`config.mk`:
```
export PLATFORM = sky130hd
export DESIGN_NAME = erbp_isqrt
export DESIGN_NICKNAME = d
export VERILOG_FILES = /design/src/rtl/core/erbp_isqrt.sv
export SDC_FILE = /design/constraint.sdc
export NUM_CORES = 2
export LEC_CHECK = 0
export BUFFER_PORTS_ARGS = -buffer_cell sky130_fd_sc_hd__clkbuf_2
export CORE_MARGIN = 2
export CORE_UTILIZATION = 50
export DETAILED_ROUTE_END_ITERATION = 8
export GPL_ROUTABILITY_DRIVEN = 0
export PLACE_DENSITY = 0.77
export SETUP_SLACK_MARGIN = 0.1
export SLEW_MARGIN = 10
export SYNTH_ARGS = -nofsm -noshare
export SYNTH_HDL_FRONTEND = slang
export SYNTH_MEMORY_MAX_BITS = 65536
export SYNTH_SLANG_ARGS = --single-unit
```
`constraint.sdc`:
```
create_clock -name i_clk -period 3.2 [get_ports i_clk]
set_input_delay 0.32 -clock i_clk [delete_from_list [all_inputs] [get_ports i_clk]]
set_output_delay 0.32 -clock i_clk [all_outputs]
set_load 0.05 [all_outputs]
```
`src/rtl/core/erbp_isqrt.sv`:
```
`timescale 1ns / 1ps
// Pipelined integer square root, one result bit per stage.
module erbp_isqrt #(
    parameter int QW = 32,
    parameter int SW = 1
) (
    input  logic              i_clk,
    input  logic              i_rst_n,
    input  logic              i_en,
    input  logic              i_valid,
    input  logic [2*QW-1:0]   i_rad,
    input  logic [SW-1:0]     i_side,
    output logic              o_valid,
    output logic [QW-1:0]     o_root,
    output logic [SW-1:0]     o_side
);

    localparam int RW = 2*QW;

    logic            r_vld  [QW];
    logic [QW+1:0]   r_rem  [QW];
    logic [QW-1:0]   r_root [QW];
    logic [RW-1:0]   r_rad  [QW];
    logic [SW-1:0]   r_side [QW];

    for (genvar k = 0; k < QW; k++) begin : g_stage
        logic            vin;
        logic [QW+1:0]   rem_in;
        logic [QW-1:0]   root_in;
        logic [RW-1:0]   rad_in;
        logic [SW-1:0]   side_in;
        logic [QW+1:0]   rem_sh;
        logic [QW+1:0]   trial;
        logic            take;

        if (k == 0) begin : g_first
            assign vin     = i_valid;
            assign rem_in  = '0;
            assign root_in = '0;
            assign rad_in  = i_rad;
            assign side_in = i_side;
        end else begin : g_next
            assign vin     = r_vld[k-1];
            assign rem_in  = r_rem[k-1];
            assign root_in = r_root[k-1];
            assign rad_in  = r_rad[k-1];
            assign side_in = r_side[k-1];
        end

        assign rem_sh = {rem_in[QW-1:0], rad_in[RW-1:RW-2]};
        assign trial  = {root_in, 2'b01};
        assign take   = (rem_sh >= trial);

        always_ff @(posedge i_clk) begin
            if (!i_rst_n) begin
                r_vld[k] <= 1'b0;
            end else if (i_en) begin
                r_vld[k] <= vin;
            end
        end

        always_ff @(posedge i_clk) begin
            if (i_en) begin
                r_rem[k]  <= take ? rem_sh - trial : rem_sh;
                r_root[k] <= {root_in[QW-2:0], take};
                r_rad[k]  <= {rad_in[RW-3:0], 2'b00};
                r_side[k] <= side_in;
            end
        end
    end

    assign o_valid = r_vld[QW-1];
    assign o_root  = r_root[QW-1];
    assign o_side  = r_side[QW-1];

endmodule

```
=== Word-level counts from Yosys, hierarchy flattened ===
Memories as Yosys holds them, arrays and structs flattened.
Cells that the tools add are included.

* Register bits after elaboration: 0
* Bits in writable memories: 4160
* Input bits: 69
* Output and inout bits: 34
* Word-level logic and storage cells: 170
* Memories kept: 5

* Add/sub/neg operators: 32
* Magnitude comparators: 32
* Mux-type cells: 69
* Bitwise logic cells: 32

{| class="wikitable"
|+ Memories
! memory !! depth !! bits a word !! read ports !! clocked after Yosys merged registers in !! write ports !! RTL line !! text
|-
| r_rad || 32 || 62 || 31 || 0 || 32 || 23 || <nowiki>logic [RW-1:0] r_rad [QW];</nowiki>
|-
| r_rem || 32 || 34 || 31 || 0 || 32 || 21 || <nowiki>logic [QW+1:0] r_rem [QW];</nowiki>
|-
| r_root || 32 || 32 || 32 || 0 || 32 || 22 || <nowiki>logic [QW-1:0] r_root [QW];</nowiki>
|-
| r_side || 32 || 1 || 32 || 0 || 32 || 24 || <nowiki>logic [SW-1:0] r_side [QW];</nowiki>
|-
| r_vld || 32 || 1 || 32 || 0 || 32 || 20 || <nowiki>logic r_vld [QW];</nowiki>
|}

{| class="wikitable"
|+ Operators with widths
! cell !! count
|-
| $mux W34 || 32
|-
| $ge A34 B34 Y1 || 31
|-
| $sub A34 B34 Y34 || 31
|-
| $mux W1 || 37
|-
| $or A1 B1 Y1 || 32
|-
| $sub A2 B1 Y3 const B || 1
|-
| $ge A2 B1 Y1 const B || 1
|}

=== Longest topological paths before layout ===
* Word-level depth: 4
* Gate-level depth with buffers: 14
* Gate-level depth less buffers: 14

=== Least setup slack after synthesis ===
No wires, ideal clock.

* Path kind: reg-to-reg
* Start: memory r_rem[1][381] (netlist name)
* End: memory r_rem[1][427] (netlist name) (data pin)
* Setup time: 0.260 ns
* Arrival time: 3.126 ns
* Data required time: 2.940 ns
* Path slack: -0.186 ns
* Stages on the path, launching flop included: 12
* Buffers on the path: 2
* Cell sequence: edfxtp_1 ha_1 a21oi_1 or3b_2 o21ai_0 a21oi_1 a21oi_1 o21ai_0 a2111o_1 clkbuf_1 clkbuf_1 mux2_2

{| class="wikitable"
|+ RTL lines
! what !! RTL line
|-
| from (decl) || 21
|}

==> key figures <==
Run status
  – Run status: complete, but fails checks
  – Failing checks: setup timing

Logic synthesis
  – Predominant post-synthesis flop cell: edfxtp_1
  – Post-synth cell types: 99
  – Post-synth EDFFs: 2,528
  – Sequential-to-total area share from yosys stat: 0.654
  – Mapped cell area: 0.116 sq mm
  – Post-Synthesis Cells: 8,835
  – Seq cells post-synth: 2,529
  – Synthesis Warnings: 0
  – Syn Area/Cell: 13.1 sq um
  – Asr flop ratio synth: 0
  – Mapped Nets: 9,465

Pwr
  – Sequential share of power: 0.443
  – Comb pwr share: 0.254
  – Internal Dissipation: 72.1 mW
  – Leakage: 55.9 nW
  – Power Total: 102 mW
  – Power density over cell area: 709 mW/mm^2
  – Switching Share: 0.290
  – Peak supply drop: 671 uV
  – Sw Pwr: 29.5 mW
  – Clock power share: 0.303

Global routing
  – Largest net degree at the start of global routing: 112
  – First-pass GRT wire length: 391,000 microns
  – Global Route Usage Sum: 0.203
  – Total grt overflow: 0
  – Initial antenna violation count: 2
  – Vias in the first global route: 75,950

Clock tree
  – CTS Root Cell: clkbuf_16
  – # H-tree levels: 5
  – Clock tree from TritonCTS: yes
  – Clock transition at the registers of the reported paths: 60 ps
  – Total CTS buffers: 282
  – Longest Clk Path Bufs: 4
  – Worst-Skew Late Latency: 920 ps
  – Clk sink count: 2,529

Detailed routing
  – Final wirelength: 262,000 microns
  – ANT nets after route: 0
  – Via density: 5.74
  – Initial DRC Count: 6,395
  – Drt drc: 0
  – Pre-antenna DRT Iters: 8
  – WL/cell: 19.6 microns
  – Via count: 76,634

Placement
  – Area post-placement: 0.126 sq mm
  – Post-detail-place hpwl: 162,000 microns
  – Pre-CTS setup slack: -316 ps
  – PortBufs: 102
  – DP Cell Count: 12,462

Cells and area
  – Post-route cell area: 0.143 sq mm
  – Area growth syn-to-layout: 23.5%
  – Final Non-Filler Cells: 13,361
  – Layout Nets: 10,769
  – Share of cells above drive strength 1: 0.234
  – Fillers: 15,712

Floorplanning
  – Die footprint: 0.236 sq mm
  – Initial Util: 0.504
  – Die Ht: 486 microns
  – Placeable core area: 0.230 sq mm
  – I/O pins: 103
  – Site Rows: 176
  – Die width: 486 microns

Timing
  – Minimum clock period: 3380 ps
  – Worst rel slew slack: 0.364
  – Clock Skew: 66.7 ps
  – Final period utilization: 1.06
  – Slew @ Worst Pin: 946 ps
  – Final WS setup: -180 ps
  – RSZ-0062 raised after global routing: yes
  – Final hold vios: 0
  – Setup violators final: 159
  – Fmax: 0.296 GHz
  – Max Slew Vio Count: 0

Setup path
  – Crit path capture type: flip-flop
  – Required time of the critical path: 3800 ps
  – Classification of the worst setup path: reg -> reg
  – Critical Path Fanout Max: 5
  – Critical Path Start Type: flip-flop
  – Worst Path Arrival: 3980 ps

Min path
  – Hold WC Path Type: in -> reg

Run
  – Max cap viols: 0
## through the flow
step	utilization	TNS [ps]	hold slack [ps]
after CTS	0.602	-3530	10.0
after detailed placement	0.546	-31530	405
final	0.622	-9420	63.9
after floorplan	-	-421	400
after global routing	0.622	-27860	29.1
after global placement	0.546	-9000	400
## worst paths after layout
check                      from       endpoint  slack, ps  cells after the start
setup / recovery  r_rem[1][238]  r_rem[1][300]       -180                     15
hold / removal        i_rad[60]   r_rad[0][60]         60                      2
setup reg to reg  r_rem[1][238]  r_rem[1][300]       -180                     15
hold reg to reg     r_rad[0][8]   r_rad[0][72]        350                      0
## power groups by stage
stage,sequential [mW],clock (mW),combinational (mW)
global placement,45.2,0,19.6
global route,45.3,32.7,27.9
detailed placement,45.3,0,20.6
CTS,44.7,31.4,23.0
floorplan,44.2,0,14.5
finish,45.0,30.8,25.8
## critical path: stages (launching register included)
cell and delay [ps]:
edfxtp_1 470, ha_4 320, buf_6 100, nor2b_4 200
o21bai_4 100, nand3_4 100, a32oi_2 110, buf_4 160
o211ai_1 310, a31oi_1 210, a21oi_2 280, nor3_4 60
buf_12 160, buf_6 110, nor4b_4 280, xor2_1 110
## cell type report
class,instances,area [sq um],share of cell area
tap,3026,3790,0.0264
clock buffer,325,7350,0.0512
inverter,710,2690,0.0187
sequential,2529,75900,0.530
clock inverter,154,1350,0.00943
antenna,1,2.50,0.0000175
timing repair buffer,1173,10200,0.0711
multi-input combinational,5443,42000,0.293
## Yosys cell counts, types with 26 or more instances
cell type | number | area [sq um]
or2_2 | 34 | 213
xor2_1 | 369 | 3230
nand2_1 | 566 | 2120
o21ai_0 | 467 | 2340
and3_1 | 74 | 463
or3_1 | 76 | 475
a21oi_1 | 546 | 2730
nor2b_1 | 86 | 538
nand2b_1 | 114 | 713
o21bai_1 | 57 | 428
mux2_2 | 93 | 1050
nor4_1 | 90 | 563
xnor2_1 | 419 | 3670
clkbuf_1 | 134 | 503
nand4_1 | 98 | 613
nor2_1 | 554 | 2080
or4_1 | 36 | 270
nor3_1 | 228 | 1140
a21o_1 | 207 | 1550
o31ai_1 | 59 | 443
a211oi_1 | 38 | 285
o211ai_1 | 35 | 263
edfxtp_1 | 2528 | 75900
nand3_1 | 156 | 781
o21a_1 | 105 | 788
ha_1 | 561 | 7020
and2_1 | 26 | 163
inv_1 | 706 | 2650
a31oi_1 | 51 | 319
## routing by layer
| metal | vias to the layer above | wire length, microns | track usage |
|---|---|---|---|
| met2 | 3138 | 135000 | 0.365 |
| met1 | 37115 | 97200 | 0.236 |
| met5 | - | 0 | 0 |
| met4 | 0 | 14400 | 0.0990 |
| li1 | 35297 | - | - |
| met3 | 1084 | 15100 | 0.0323 |
## layout by cell type (no fill, tap or decap), types with 337 or more instances in the layout
master / instances
nor2_1: 485
edfxtp_1: 2528
xnor2_1: 404
nand2_1: 503
inv_1: 673
o21ai_0: 337
buf_4: 851
xor2_1: 367
ha_1: 472
a21oi_1: 439
## registers in the layout, summed over array words and instances, names as in the netlist
signal and flops:
r_side 32, r_rem 945, r_root 528, r_vld 32, r_rad 992
## cells by family after synthesis
logic type | count (synthesis) | share of synthesized area
buffers and inverters | 864 | 0.0281
DFF | 2529 | 0.654
AOI/OAI and AO/OA | 1738 | 0.0916
xor gates and xnor gates | 789 | 0.0596
adders and majority gates | 561 | 0.0605
muxes | 104 | 0.00997
other | 1 | 0.0000323
and+or+nand+nor | 2249 | 0.0961
## timing repair
action	4_1_cts	5_1_grt
buffers inserted	153	163
pin swaps	157	298
resized for setup	457	752
setup endpoints to repair	547	705
endpoints found under the hold margin	87	0
cloned	18	21
hold buffers	69	0
No activity file was read; power rests on OpenSTA's default activity.
