--- src/rtl/core/erbp_div.sv ---
`timescale 1ns / 1ps
// Pipelined restoring divider, one quotient bit per stage.
// Caller guarantees the quotient fits in QW bits.
module erbp_div #(
    parameter int NW = 48,
    parameter int DW = 32,
    parameter int QW = 17,
    parameter int SW = 1
) (
    input  logic              i_clk,
    input  logic              i_rst_n,
    input  logic              i_en,
    input  logic              i_valid,
    input  logic [NW-1:0]     i_num,
    input  logic [DW-1:0]     i_den,
    input  logic [SW-1:0]     i_side,
    output logic              o_valid,
    output logic [QW-1:0]     o_quot,
    output logic [SW-1:0]     o_side
);

    logic            r_vld  [QW];
    logic [DW-1:0]   r_rem  [QW];
    logic [QW-1:0]   r_low  [QW];
    logic [QW-1:0]   r_quot [QW];
    logic [DW-1:0]   r_den  [QW];
    logic [SW-1:0]   r_side [QW];

    for (genvar k = 0; k < QW; k++) begin : g_stage
        logic            vin;
        logic [DW-1:0]   rem_in;
        logic [QW-1:0]   low_in;
        logic [QW-1:0]   quot_in;
        logic [DW-1:0]   den_in;
        logic [SW-1:0]   side_in;
        logic [DW:0]     rs;
        logic            take;

        if (k == 0) begin : g_first
            assign vin     = i_valid;
            assign rem_in  = DW'(i_num[NW-1:QW]);
            assign low_in  = i_num[QW-1:0];
            assign quot_in = '0;
            assign den_in  = i_den;
            assign side_in = i_side;
        end else begin : g_next
            assign vin     = r_vld[k-1];
            assign rem_in  = r_rem[k-1];
            assign low_in  = r_low[k-1];
            assign quot_in = r_quot[k-1];
            assign den_in  = r_den[k-1];
            assign side_in = r_side[k-1];
        end

        assign rs   = {rem_in, low_in[QW-1]};
        assign take = (rs >= {1'b0, den_in});

        always_ff @(posedge i_clk) begin
            if (!i_rst_n) begin
                r_vld[k] <= 1'b0;
            end else if (i_en) begin
                r_vld[k] <= vin;
            end
        end

        always_ff @(posedge i_clk) begin
            if (i_en) begin
                r_rem[k]  <= take ? DW'(rs - {1'b0, den_in}) : rs[DW-1:0];
                r_low[k]  <= {low_in[QW-2:0], 1'b0};
                r_quot[k] <= {quot_in[QW-2:0], take};
                r_den[k]  <= den_in;
                r_side[k] <= side_in;
            end
        end
    end

    assign o_valid = r_vld[QW-1];
    assign o_quot  = r_quot[QW-1];
    assign o_side  = r_side[QW-1];

endmodule
--- config.mk ---
export PLATFORM = sky130hd
export DESIGN_NAME = erbp_div
export DESIGN_NICKNAME = d
export VERILOG_FILES = /design/src/rtl/core/erbp_div.sv
export SDC_FILE = /design/constraint.sdc
export NUM_CORES = 2
export LEC_CHECK = 0
export ABC_AREA = 1
export BUFFER_PORTS_ARGS = -buffer_cell sky130_fd_sc_hd__buf_4
export CORE_ASPECT_RATIO = 1.25
export CORE_MARGIN = 2
export CORE_UTILIZATION = 62
export DETAILED_ROUTE_END_ITERATION = 12
export GPL_TIMING_DRIVEN = 0
export PLACE_DENSITY = 0.75
export SLEW_MARGIN = 20
export SYNTH_ARGS = -nofsm -noshare
export SYNTH_HDL_FRONTEND = slang
export SYNTH_SLANG_ARGS = --single-unit
--- constraint.sdc ---
create_clock -name i_clk -period 2.4 [get_ports i_clk]
set_clock_uncertainty 0.1 [all_clocks]
set_input_delay 0.24 -clock i_clk [delete_from_list [all_inputs] [get_ports i_clk]]
set_output_delay 0.24 -clock i_clk [all_outputs]
set_load 0.02 [all_outputs]
==> results.json, run 1 <==
{
  "synth_edf_count": 1346,
  "synth_cells": 12000,
  "dpl.hpwl_um": 244000,
  "synth_warnings": 0,
  "ys_seq_elements": 1347,
  "stop_stage": "global routing (5_1_grt)",
  "die_h_um": 431,
  "rows": 156,
  "cts-buffers-inserted": 137,
  "die_w_um": 345,
  "status": "did not finish",
  "io_buffers": 103,
  "clock_path_buffers": 3,
  "worst_endpoint": "r_rem[0][60]$_DFFE_PP_/D",
  "grt_usage_pct": 63.5,
  "start_util_pct": 62.5,
  "htree_levels": 4,
  "ys_seq_area_share_pct": 44.7,
  "place_ws_ps": -984,
  "synthFlopType": "edfxtp_1",
  "synthArstFlopShare_pct": 0,
  "root_buffer": "clkbuf_16",
  "synth_cell_types": 40,
  "endpoint_type": "register data pin",
  "top_level_ports": 104,
  "syn_nets": 12700,
  "synth_area_um2": 90400,
  "syn-mean-instance-area_um2": 7.52,
  "grt_overflow": 65,
  "error": "[ERROR GRT-0232] Routing congestion too high. Check the congestion heatmap in the GUI.",
  "gp_congestion": 1.07,
  "grt_max_degree": 174,
  "numClockSinks": 1347
}
[synth_stat cells (2+ instances only)]
master / instances / area (um^2)
nand2_1: 4678 / 17600
inv_1: 2523 / 9470
edfxtp_1: 1346 / 40400
nand3_1: 970 / 4850
nor2_1: 703 / 2640
ha_1: 544 / 6810
a21oi_1: 325 / 1630
xor2_1: 203 / 1780
nor3_1: 120 / 601
nand3b_1: 104 / 781
buf_2: 81 / 405
and2_1: 76 / 475
buf_6: 49 / 552
nand4_1: 46 / 288
o21ai_0: 31 / 155
nand2_2: 29 / 181
nor2_2: 27 / 169
o21bai_1: 23 / 173
xnor2_1: 22 / 193
nand2_4: 21 / 236
nand3_2: 20 / 200
fa_1: 16 / 320
or2_2: 13 / 81.3
clkbuf_1: 10 / 37.5
nor3_2: 7 / 70.1
inv_2: 5 / 18.8
nand3b_2: 5 / 56.3
a21o_1: 4 / 30.0
buf_4: 4 / 30.0
o21ai_1: 4 / 20.0
o21a_1: 3 / 22.5
a211oi_1: 2 / 15.0
and3_1: 2 / 12.5
nor2_4: 2 / 22.5
nor4_1: 2 / 12.5
[metal layers]
| metal | overflow | global-route usage (%) |
|---|---|---|
| met4 | 32 | 67.6 |
| met5 | 0 | 8.33 |
| met1 | 0 | 61.9 |
| met3 | 2 | 38.9 |
| met2 | 31 | 87.9 |
[through the flow]
stage / std cells / TNS [ps] / area (um^2)
4_1_cts: 14900 / -12240 / 113000
3_5_place_dp: 14000 / -556820 / 93800
3_3_place_gp: 14000 / - / 93500
2_1_floorplan: 12000 / 0 / 90400
[what timing repair did]
action | CTS
pin swaps | 368
buffers inserted | 523
hold buffers | 66
gates cloned | 40
gates resized for setup | 2019
setup endpoints to repair | 625
hold endpoints to repair | 231
[kinds of logic after synthesis]
family	synth area share [%]
AOI/OAI and AO/OA	2.27
and+or+nand+nor	31.3
buffers and inverters	11.7
DFF	44.7
xor gates and xnor gates	2.18
adders and majority gates	7.89
==> run 2: changes to the inputs <==
--- a/config.mk
+++ b/config.mk
@@ -7,12 +7,11 @@
 export LEC_CHECK = 0
 export ABC_AREA = 1
 export BUFFER_PORTS_ARGS = -buffer_cell sky130_fd_sc_hd__buf_4
-export CORE_ASPECT_RATIO = 1.25
 export CORE_MARGIN = 2
-export CORE_UTILIZATION = 62
+export CORE_UTILIZATION = 40
 export DETAILED_ROUTE_END_ITERATION = 12
 export GPL_TIMING_DRIVEN = 0
-export PLACE_DENSITY = 0.75
+export PLACE_DENSITY_LB_ADDON = 0.15
 export SLEW_MARGIN = 20
 export SYNTH_ARGS = -nofsm -noshare
 export SYNTH_HDL_FRONTEND = slang
==> run 2 against run 1 <==
Compared with the run above:
- the flow now finishes, with violations (hold timing, setup timing)
- synthesized area stayed put
- synthesized cell count unchanged
==> results.json, run 2 <==
{
  "peakVddDrop_uv": 627,
  "path_class": "flop to flop",
  "status": "complete, but fails checks",
  "synthTopCellsByCount": "4,678 x nand2_1, 2,523 x inv_1, 1,346 x edfxtp_1, 970 x nand3_1, 703 x nor2_1",
  "leakagePower_nw": 60.6,
  "synth_warnings": 0,
  "finalCoreUtilization_pct": 56.0,
  "worst_pin_slew_ps": 917,
  "die_w_um": 479,
  "sequentialPowerShare_pct": 24.4,
  "ys_seq_area_share_pct": 44.7,
  "synthXorXnorAreaFrac_pct": 2.18,
  "end_kind": "flop",
  "die_h_um": 479,
  "routed_via_density": 4.93,
  "powerDensity_nw_per_um2": 1320,
  "syn_nets": 12700,
  "grt_max_degree": 155,
  "whs_ps": -278,
  "postRouteWirelength_um": 327000,
  "hold_violations": 57,
  "crit_path_max_incr_delay_ps": 510,
  "io_buffers": 103,
  "synth-compound-area-share_pct": 2.27,
  "gp_congestion": 0.952,
  "synth-simple-area-share_pct": 31.3,
  "critPathArrivalTime_ps": 3060,
  "rr_worst_depth": 10,
  "synth_cell_types": 40,
  "syn-mean-instance-area_um2": 7.52,
  "rows": 174,
  "grt_usage_pct": 27.1,
  "pwr-share-comb_pct": 60.7,
  "clk_latency_ps": 840,
  "path_cells": "inv_1, ha_4, a21oi_4, and2_1, nor2_1, nor2_4, nand2_8, buf_12, nand2_4, nand2_4",
  "max_freq_mhz": 383,
  "synthMuxAreaShare_pct": 0,
  "slew_violations": 0,
  "top_level_ports": 104,
  "final_common_cell": "nand2_1",
  "finalCriticalPeriod_ps": 2610,
  "synth_cells": 12000,
  "switching_share_pct": 45.7,
  "crit_slowest_cell": "edfxtp_1",
  "core_um2": 225000,
  "cts-buffers-inserted": 156,
  "htree_levels": 4,
  "hold_path_depth": 1,
  "post-route-cell-area_um2": 126000,
  "grt_overflow": 0,
  "grt_pass1_wl_um": 471000,
  "place_ws_ps": -1040,
  "synth_top_family_by_area": "simple AND/OR/NAND/NOR gates",
  "first_global_vias": 78100,
  "start_util_pct": 40.2,
  "final_cell_mix": "3,546 x nand2_1, 2,229 x inv_1, 1,346 x edfxtp_1, 1,012 x buf_4, 793 x nand2_2",
  "dpl.hpwl_um": 249000,
  "wire_per_inst_um": 19.8,
  "area_growth_pct": 39.3,
  "violations": "hold timing, setup timing",
  "drv_cap": 0,
  "required_ps": 2850,
  "ys_seq_elements": 1347,
  "p_sw_mw": 75.9,
  "grt_antenna_before_repair": 4,
  "root_buffer": "clkbuf_16",
  "startpoint_type": "flop",
  "relSlewSlack_pct": 38.9,
  "numClockSinks": 1347,
  "drtPass1Iterations": 6,
  "nets": 14000,
  "worst_slack_ps": -212,
  "crit_family": "simple AND/OR/NAND/NOR gates",
  "hold_class": "input port to flop",
  "drt_iter0_drc": 6003,
  "place_area_um2": 95200,
  "drcViolationCount": 0,
  "dieArea_um2": 230000,
  "p_clk_share_pct": 14.9,
  "setup_viol": 199,
  "final_layout_size_suffix_gt1_share_pct": 30.5,
  "yosysMostFrequentCell": "nand2_1",
  "synth_edf_count": 1346,
  "synthAdderAreaFrac_pct": 7.89,
  "final_antenna_net_count": 0,
  "clock_path_buffers": 3,
  "rsz0062_at_grt": "true",
  "crit_buf_inv": 2,
  "cts_tree": "built",
  "vias": 81500,
  "synth_top_cell_area_share_pct": 44.7,
  "cp.depth": 10,
  "synth_largest_area_cell": "edfxtp_1",
  "fin_crit_sh_pct": 109,
  "intPower_mw": 90.3,
  "yosys-top-cells-area": "edfxtp_1 45%, nand2_1 19%, inv_1 10%, ha_1 7.5%, nand3_1 5.4%",
  "synthFlopType": "edfxtp_1",
  "synth_area_um2": 90400,
  "clk_pin_slew_worst_paths_ps": 60,
  "crit_path_max_fanout": 6,
  "synthArstFlopShare_pct": 0,
  "critPathMostFrequentCell": "nand2_4",
  "largestRegisters": "r_den x512, r_rem x512, r_quot x153"
}
==> run 2: final timing paths <==
check                                           endpoint                     start  slack, ps
worst max register to register   r_rem[0][411]$_DFFE_PP_   r_den[0][380]$_DFFE_PP_       -210
worst max-delay path             r_rem[0][411]$_DFFE_PP_   r_den[0][380]$_DFFE_PP_       -210
worst min-delay path            r_quot[0][275]$_DFFE_PP_                      i_en       -280
worst min register to register  r_quot[0][140]$_DFFE_PP_  r_quot[0][122]$_DFFE_PP_        300
==> run 2: repair_timing <==
action | CTS | global route
setup buffers | 608 | 360
cloned | 35 | 23
endpoints found under the hold margin | 192 | 97
gates resized for setup | 1914 | 1780
pin swaps | 399 | 639
setup endpoints to repair | 495 | 537
hold buffers | 112 | 2
==> run 2: worst register-to-register path, cell delays in order, from the launching register on <==
cell	delay (ps)
edfxtp_1	510
inv_1	150
ha_4	260
a21oi_4	270
and2_1	190
nor2_1	70
nor2_4	330
nand2_8	150
buf_12	180
nand2_4	80
nand2_4	70
==> run 2: cell families (layout without fill, tap and decap cells) <==
family          Yosys count  in the layout
other cells               0              2
xor+xnor                225            225
flops                  1347           1347
simple gates           6827           6830
buf+inv                2673           4176
compound gates          393            393
fa+ha+maj               560            560
==> run 2: per-layer routing <==
| metal | vias to the layer above | global-route usage (%) | part of all wire (%) |
|---|---|---|---|
| li1 | 40300 | - | - |
| met3 | 666 | 2.50 | 4.0 |
| met2 | 2102 | 47.9 | 49 |
| met5 | - | 0 | 0 |
| met4 | 0 | 12.0 | 5.3 |
| met1 | 38500 | 33.7 | 41 |
==> run 2: layout make-up <==
cell class / count / area [um^2]
clock inverter: 104 / 1230
fill: 20600 / 98800
clock buffer: 185 / 4100
inverter: 2528 / 9510
buffer: 132 / 1700
tap: 2992 / 3740
multi-input combinational: 8008 / 54200
sequential: 1347 / 40400
timing repair buffer: 1227 / 10900
antenna: 2 / 5.00
==> run 2: through the flow <==
step	hold WS [ps]	cells	setup TNS, ps	power (mW)
2_1_floorplan	239	12000	0	81.2
3_3_place_gp	300	15100	-	105
3_5_place_dp	305	15100	-383240	104
4_1_cts	-542	16200	-11120	149
5_1_grt	-250	16500	-35520	177
6_report	-278	16500	-10950	166
==> run 2: power by group through the flow <==
stage	Combinational, mW	Clock [mW]	Sequential [mW]
after floorplan	44.8	0	36.3
after global placement	64.5	0	40.1
after detailed placement	64.6	0	39.7
after CTS	83.4	25.4	40.2
after global routing	110	26.3	40.9
final	101	24.8	40.6
(Power assumes the default switching activity.)
